===== src/rtl/rdrt_pkg.sv =====
`default_nettype none
package rdrt_pkg;

    localparam int unsigned SLOTS_DEF = 16;
    localparam int unsigned ID_WRAP_DEF = 999;
    localparam int unsigned ID_W = 10;
    localparam int unsigned SEEN_DEPTH = 1024;
    localparam logic [15:0] PERIOD_RST = 16'd100;

    typedef enum logic [1:0] {
        REQ_SEND = 2'd0,
        REQ_TICK = 2'd1,
        REQ_ACK  = 2'd2,
        REQ_RECV = 2'd3
    } t_req;

    typedef enum logic [1:0] {
        KIND_SEND   = 2'd0,
        KIND_RESEND = 2'd1,
        KIND_CONF   = 2'd2
    } t_kind;

    typedef struct packed {
        logic [ID_W-1:0] id;
        logic [15:0]     handle;
        logic [7:0]      mtype;
        logic [31:0]     addr;
        logic [15:0]     port;
    } t_entry;

    typedef struct packed {
        logic write;
        logic take_next;
        logic take_head;
    } t_cell_ctl;

endpackage
`default_nettype wire


===== src/rtl/rdrt_cell.sv =====
`default_nettype none
module rdrt_cell (
    input  wire logic                i_clk,
    input  wire rdrt_pkg::t_cell_ctl i_ctl,
    input  wire rdrt_pkg::t_entry    i_new,
    input  wire rdrt_pkg::t_entry    i_next,
    input  wire rdrt_pkg::t_entry    i_head,
    output rdrt_pkg::t_entry         o_entry
);
    rdrt_pkg::t_entry r_entry;

    // new entry, shift from the neighbor, or head wrapped to the tail
    always_ff @(posedge i_clk) begin
        if (i_ctl.write) begin
            r_entry <= i_new;
        end else if (i_ctl.take_next) begin
            r_entry <= i_next;
        end else if (i_ctl.take_head) begin
            r_entry <= i_head;
        end
    end

    assign o_entry = r_entry;
endmodule
`default_nettype wire


===== config.mk =====
export PLATFORM = sky130hd
export DESIGN_NAME = rdrt_cell
export DESIGN_NICKNAME = d
export VERILOG_FILES = /design/src/rtl/rdrt_pkg.sv /design/src/rtl/rdrt_cell.sv
export SDC_FILE = /design/constraint.sdc
export NUM_CORES = 1
export LEC_CHECK = 0
export BUFFER_PORTS_ARGS = -buffer_cell sky130_fd_sc_hd__buf_2
export CORE_MARGIN = 3
export CORE_UTILIZATION = 25
export DETAILED_ROUTE_END_ITERATION = 8
export GPL_ROUTABILITY_DRIVEN = 0
export GPL_TIMING_DRIVEN = 0
export PLACE_DENSITY = 0.58
export SYNTH_ARGS = -nofsm -noshare
export SYNTH_HDL_FRONTEND = slang
export SYNTH_SLANG_ARGS = --single-unit

===== constraint.sdc =====
create_clock -name i_clk -period 6.1 [get_ports i_clk]
set_input_delay 0 -clock i_clk [delete_from_list [all_inputs] [get_ports i_clk]]
set_output_delay 0 -clock i_clk [all_outputs]
set_load 0.005 [all_outputs]

# After elaboration in Yosys (flattened, before gate mapping)

Index checks and enable logic that the tools add are counted.

$add $sub $neg: 0
$mul: 0
Div/mod/pow operators: 0
$lt $le $gt $ge: 0
Equality and inequality tests: 0
Shift operators: 0
Muxes and demuxes: 3
Bitwise operators: 0
Reductions and logical operators: 1

Operator list:

| operator           | count |
|---|---|
| 82-bit two-way mux | 3 |
| 3-bit nonzero test | 1 |

Register bits: 82
Latch bits: 0
RAM bits: 0
ROM bits: 0
Input port bits: 250
Output and inout port bits: 82
Memories: 0

# Logic depth before layout (Yosys ltp)

Gate-level depths: netlist (run 1).

Depth in word-level cells: 3
Gate-level depth with buffers: 4
Mapped depth without buffers: 2

# Worst setup path before layout (run 1)

Ideal clock, no wire load.

Path type: input to register
From: in i_ctl[1] (netlist name)
To: reg r_entry (netlist bit o_entry[0]), enable pin
Library setup time: 0.444 ns
Data arrival time: 2.018 ns
Data required time: 5.656 ns
Path slack: 3.637 ns
Stages on the path: 2
Cell sequence: buf_6 > or3_1

Word-level cells in the longest chain between the ends: 1

RTL lines:

| item                                | RTL line        | text |
|---|---|---|
| start, declared                     | rdrt_cell.sv:4  | `input wire rdrt_pkg::t_cell_ctl i_ctl,` |
| 3-bit nonzero test (no source line) | -               |  |
| end signal, assigned                | rdrt_cell.sv:15 | `r_entry <= i_new;` |
| end signal, assigned                | rdrt_cell.sv:17 | `r_entry <= i_next;` |
| end signal, assigned                | rdrt_cell.sv:19 | `r_entry <= i_head;` |
| end, declared                       | rdrt_cell.sv:10 | `rdrt_pkg::t_entry r_entry;` |

No other way between the ends.
A chain may end at the register's enable or synchronous reset.

# Final worst setup path (run 1)

From: in i_ctl[2] (netlist name)
To: reg r_entry (netlist bit o_entry[18]), data pin

Word-level cells in the longest chain between the ends: 1

RTL lines:

| item               | RTL line        | text |
|---|---|---|
| 82-bit two-way mux | rdrt_cell.sv:14 | `if (i_ctl.write) begin` |

No other way between the ends.

==> metrics.cfg, run 1 <==
[routing]
routed_wirelength_um=15400
ant_nets=0
post_drt_wl_per_cell_um=15.2
drc_errors=0
drtPass1Iterations=4
drt_iter0_markers=155
vias=4361
vias_per_cell=4.31

[setup_path]
critPathMaxStageDelay_ns=0.58
critPathSlowestCell=dlygate4sd3_1
critPathMaxFanout=10
cp_data_required_time_ns=6.18
start_kind=input port
cp_num_buf_inv=3
critical_path_class=in2reg
worstPathCellList=buf_2 > clkbuf_1 > o21ai_1 > dlygate4sd3_1
crit_arrival_ns=1.43
worst_setup_path_end_kind=flop
cp_top_family=buffers and inverters

[timing]
tightest_slew_ns=0.584
period_share_pct=22.1
fmax_ghz=0.741
setup_tns_ns=0
fin_crit_ns=1.35
setup_viol=0
slew_viol_final=0
slew_headroom_pct=61.1
hold_viol_final=0
rsz0062_at_grt=no

[floorplanning]
die_x_um=136
ioPinCount=332
die-area_sq_mm=0.0186
dieHeight_um=136
rows=46
start_util_pct=26.1
placeableCoreArea_sq_mm=0.0162

[logic_synthesis]
post_synth_num_cell_types=12
synthesis.nets=606
syn_avg_cell_area_sq_um=11.9
synthesis.area_sq_mm=0.00424
synth_seq_cells=82
seq_area_frac_synth_pct=58.1
netlist_instances=356
ys.warnings.count=0

[grt]
grt_pass1_vias=4499
grt_max_degree=43
grt_usage_pct=16.0
grt.overflow.total=0
grt_pass1_wl_um=22700
antenna_found_initial=0

[power_and_ir_drop]
pwr-share-comb_pct=21.9
ir_drop_uv=114
p_leak_nw=3.61
pwr-share-seq_pct=44.8
p_sw_mw=0.378
total_power_mw=1.58
power_density_mw_per_mm2=213
pwr-share-clk_pct=33.3
swShare_pct=23.9
p_int_mw=1.20

[cts]
clockBufferDepth=2
clk_pin_slew_worst_paths_ns=0.06
cts_sinks=82
htree_levels=3
cts_root_buffer=clkbuf_16
cts_resized=0
tritoncts=yes
cts_made_buffers=9

[final_layout]
post-route-util_pct=45.7
fill_cells=1567
syn2layout_area_growth_pct=75.0
final_nets=1042
num_antenna_cells=0
largest_reg_flops=82
drive_above_1_share_pct=44.9

[placed_design]
io_buffers=329
hpwl_um=11500

[min_path]
hold_class=in2reg

[run_status]
status=complete, no violations

[run]
drv_cap=0

-- per-layer routing --
metal / wire length, um / global-route usage, % / up-vias / share of wire (%)
met4: 338 / 5.49 / 0 / 2.2
met5: 0 / 0 / - / 0
li1: - / - / 2170 / -
met2: 8140 / 30.0 / 210 / 53
met1: 5600 / 16.9 / 1957 / 36
met3: 1330 / 4.96 / 24 / 8.6
-- cells in the mapped netlist (all sizes together) --
library cell,count,area (sq um)
or3,1,6.26
edfxtp,82,2460
o21ai,82,410
buf,17,195
clkbuf,10,37.5
mux2i,82,821
nand2,82,308
-- what timing repair did --
item	in CTS	in global routing
endpoints found under the hold margin	78	1
hold buffers	94	1
setup buffers	0	0
-- cells by family (layout without fill, tap and decap cells) --
kind of cell    count (synthesis)  after routing  synth area share (%)
compound gates                 82             82                  9.68
buf+inv                        27            468                  5.49
flops                          82             82                  58.1
mux                            82             82                  19.4
simple gates                   83             83                  7.41
-- layout make-up --
| cell class | instances | area (sq um) | share of cell area (%) |
|---|---|---|---|
| Timing Repair Buffer | 425 | 2620 | 35.3 |
| Multi-Input combinational cell | 247 | 1550 | 20.9 |
| Sequential cell | 82 | 2460 | 33.2 |
| Tap cell | 216 | 270 | 3.64 |
| Clock buffer | 10 | 229 | 3.09 |
| Clock inverter | 6 | 57.6 | 0.776 |
| Buffer | 27 | 233 | 3.14 |
-- per-stage QoR --
| step | cells | hold slack [ns] | worst slack [ns] | instance area, sq um |
|---|---|---|---|---|
| finish | 1013 | 0.0131 | 4.75 | 7420 |
| floorplan | 356 | 0.191 | 3.64 | 4240 |
| global placement | 901 | 0.277 | 2.63 | 6160 |
| CTS | 1012 | 0.0000597 | 4.73 | 7410 |
| detailed placement | 902 | 0.287 | 4.52 | 6180 |
| global route | 1013 | 0.00146 | 4.64 | 7420 |
-- final timing paths --
check | from | endpoint | cells after the start
hold / removal | i_new[24] | o_entry[24]$_DFFE_PP_ | 3
setup / recovery | i_ctl[2] | o_entry[18]$_DFFE_PP_ | 4
-- placed cells by master (no fill, tap or decap), types with 2 or more instances in the layout --
cell type        n
nand2_1         82
clkbuf_1        11
dlygate4sd3_1   95
o21ai_1         74
mux2i_1         82
clkinv_1         2
o21ai_0          8
buf_2          334
edfxtp_1        82
buf_12           8
clkinvlp_4       2
buf_1            3
clkbuf_16        9
-- power groups by stage --
| stage | logic (mW) | clock network (mW) | registers [mW] |
|---|---|---|---|
| after floorplan | 0.105 | 0 | 0.734 |
| after global placement | 0.295 | 0 | 0.720 |
| after detailed placement | 0.297 | 0 | 0.721 |
| after CTS | 0.350 | 0.550 | 0.710 |
| after global routing | 0.381 | 0.570 | 0.715 |
| final | 0.347 | 0.527 | 0.709 |
Power figures use the tool's default switching activity.
==> inputs of run 2 (changes only) <==
--- a/config.mk
+++ b/config.mk
@@ -5,13 +5,14 @@
 export SDC_FILE = /design/constraint.sdc
 export NUM_CORES = 1
 export LEC_CHECK = 0
+export ABC_AREA = 1
 export BUFFER_PORTS_ARGS = -buffer_cell sky130_fd_sc_hd__buf_2
 export CORE_MARGIN = 3
 export CORE_UTILIZATION = 25
 export DETAILED_ROUTE_END_ITERATION = 8
 export GPL_ROUTABILITY_DRIVEN = 0
 export GPL_TIMING_DRIVEN = 0
-export PLACE_DENSITY = 0.58
+export PLACE_DENSITY = 0.57
 export SYNTH_ARGS = -nofsm -noshare
 export SYNTH_HDL_FRONTEND = slang
 export SYNTH_SLANG_ARGS = --single-unit
==> constraint.sdc (replaced) <==
create_clock -name i_clk -period 1.2 [get_ports i_clk]
set_input_delay 0 -clock i_clk [delete_from_list [all_inputs] [get_ports i_clk]]
set_output_delay 0 -clock i_clk [all_outputs]
set_load 0.005 [all_outputs]
==> run 2 against run 1 <==
Effect of this change:
- cell area is 9.5% higher
- critical path depth rose by 1
- sequential share of layout area decreased by 2.9 points
- via count increased by 27%
- highest routed layer unchanged
- synthesized cell count increased by 95%
- clock power rose to 6.0 times the previous value
- die area grew 16%
- total power rose to 5.5 times the previous value
==> metrics.cfg, run 2 <==
[timing]
slew_headroom_pct=69.9  ; +8.8 points
fmax_ghz=0.912
slew_viol_final=0  ; unchanged
tightest_slew_ns=0.452  ; -0.132 ns
hold_viol_final=0  ; unchanged
period_share_pct=91.3
setup_viol=0  ; unchanged
setup_tns_ns=0  ; unchanged
fin_crit_ns=1.10
rsz0062_at_grt=no

[final_layout]
drive_above_1_share_pct=34.1  ; -11 points
fin_cells=1384  ; +37%
largest_reg_flops=82  ; unchanged
layout.area.seq_sq_mm=0.00246  ; unchanged
fill_cells=1944  ; +24%
final_common_cell=buf_2
layout_common_cells=buf_2, nand2_1, inv_1, nand3_1, edfxtp_1
multiInputGateArea_sq_mm=0.00169  ; +8.9%
syn2layout_area_growth_pct=63.8
final_nets=1369  ; +31%
num_antenna_cells=0  ; unchanged

[run_status]
status=complete, no violations

[routing]
routed_wirelength_um=18700  ; +21%
drt_iter0_markers=173  ; +12%
vias_per_cell=4.00  ; -7.1%
post_drt_wl_per_cell_um=13.5  ; -11%
vias=5535  ; +27%
ant_nets=0  ; unchanged
drc_errors=0  ; unchanged
drtPass1Iterations=4  ; unchanged

[setup_path]
critPathMaxFanout=41  ; +31
critical_path_class=in2reg
crit_arrival_ns=1.08  ; -0.35 ns
cp_top_family=buffers and inverters
worstPathCellList=buf_2 > inv_1 > buf_4 > buf_2 > nand2_8
start_kind=input port
critPathMaxStageDelay_ns=0.38  ; -0.20 ns
cpMostUsedCell=buf_2
worst_setup_path_end_kind=flop
cp_data_required_time_ns=1.19  ; -4.99 ns
critPathSlowestCell=buf_2
cp_num_buf_inv=4  ; +1

[floorplanning]
dieHeight_um=147  ; +7.8%
die-area_sq_mm=0.0216  ; +16%
placeableCoreArea_sq_mm=0.0191  ; +18%
ioPinCount=332  ; unchanged
start_util_pct=26.0  ; -0.13 points
die_x_um=147  ; +7.8%
rows=50  ; +8.7%

[placed_design]
io_buffers=331  ; +0.61%
dp.cells=1286  ; +43%
hpwl_um=13500  ; +18%

[logic_synthesis]
syn_avg_cell_area_sq_um=7.14  ; -40%
synthesis.nets=945  ; +56%
post_synth_num_cell_types=10  ; -2
synthArstFlopShare_pct=0  ; unchanged
synth_edf_count=82  ; unchanged
synthesis.area_sq_mm=0.00496  ; +17%
synth_ff_type=edfxtp_1
synth_seq_cells=82  ; unchanged
netlist_instances=695  ; +95%
yosys.area.top_type=edfxtp_1
ys.warnings.count=0  ; unchanged
synth_top_area_share_pct=49.6  ; -8.4 points
yosysMostFrequentCell=nand2_1
seq_area_frac_synth_pct=49.6  ; -8.4 points
yosys-top-cells-area=edfxtp_1, nand2_1, inv_1
synth_common_cells=nand2_1, inv_1, edfxtp_1, nand3_1, buf_2

[power_and_ir_drop]
ir_drop_uv=640  ; +460%
power_density_mw_per_mm2=1070  ; +400%
total_power_mw=8.67  ; +450%
p_leak_nw=4.77  ; +32%

[min_path]
hold_class=in2reg

[cts]
cts_made_buffers=9  ; unchanged
post_cts_buffers=0  ; unchanged
cts_sinks=82  ; unchanged
clk_pin_slew_worst_paths_ns=0.07  ; about the same
cts_root_buffer=clkbuf_16
tritoncts=yes
htree_levels=3  ; unchanged
clockBufferDepth=2  ; unchanged

[run]
drv_cap=0  ; unchanged

[grt]
gr-usage-met1_pct=19.6  ; +2.7 points
grt_max_degree=42  ; -2.3%
grt.overflow.total=0  ; unchanged
grt_use_met3_pct=3.82  ; -1.1 points
grt_pass1_wl_um=28800  ; +27%
grt_pass1_vias=5495  ; +22%
grt_usage_pct=16.9  ; +0.91 points
grt.busiest_layer=met2
use_met2_pct=31.2  ; +1.2 points
antenna_found_initial=0  ; unchanged

## run 2: logic make-up (layout without fill, tap and decap cells)
group         Yosys count  count (layout)  synth area share (%)
buf+inv               201             629                  17.1
flops                  82              82                  49.6
simple gates          412             413                  33.2
## run 2: timing repair
item,4_1_cts,5_1_grt
endpoints found under the hold margin,81,0
hold buffers,81,0
endpoints found under the setup margin,82,0
resized for setup,2,0
## run 2: routing by layer
metal / routed length, um / vias up
li1: - / 2907
met4: 301 / 0
met5: 0 / -
met3: 1460 / 19
met1: 7550 / 2374
met2: 9390 / 235
## run 2: worst paths after layout
path	startpoint	endpoint	slack, ns	cells past startpoint
worst max-delay path	i_ctl[2]	o_entry[54]$_DFFE_PP_	0.10	5
worst min-delay path	i_new[45]	o_entry[45]$_DFFE_PP_	0.009	3
## run 2: through the flow
step | util (%) | hold WS [ns] | cell area, sq um | worst slack [ns]
6_report | 42.6 | 0.00915 | 8130 | 0.104
2_1_floorplan | - | 0.182 | 4980 | 0.0602
3_3_place_gp | 36.5 | 0.271 | 6960 | -0.423
4_1_cts | 42.6 | 0.00471 | 8130 | 0.0578
5_1_grt | 42.6 | 0.0191 | 8130 | 0.00402
3_5_place_dp | 36.5 | 0.272 | 6960 | -0.431
## run 2: report_power, final
group | leakage [nW] | internal [mW] | total, mW | switching (mW)
registers | 0.862 | 3.54 | 3.62 | 0.0808
clock network | 0.160 | 2.03 | 3.18 | 1.15
logic | 3.75 | 0.945 | 1.88 | 0.930
## run 2: final cells by class
class | instances | share of cell area, %
buffer | 35 | 2.79
clock buffer | 11 | 2.86
clock inverter | 5 | 1.26
inverter | 166 | 7.67
multi-input combinational | 413 | 20.8
sequential | 82 | 30.3
tap | 260 | 4.00
timing repair buffer | 412 | 30.4
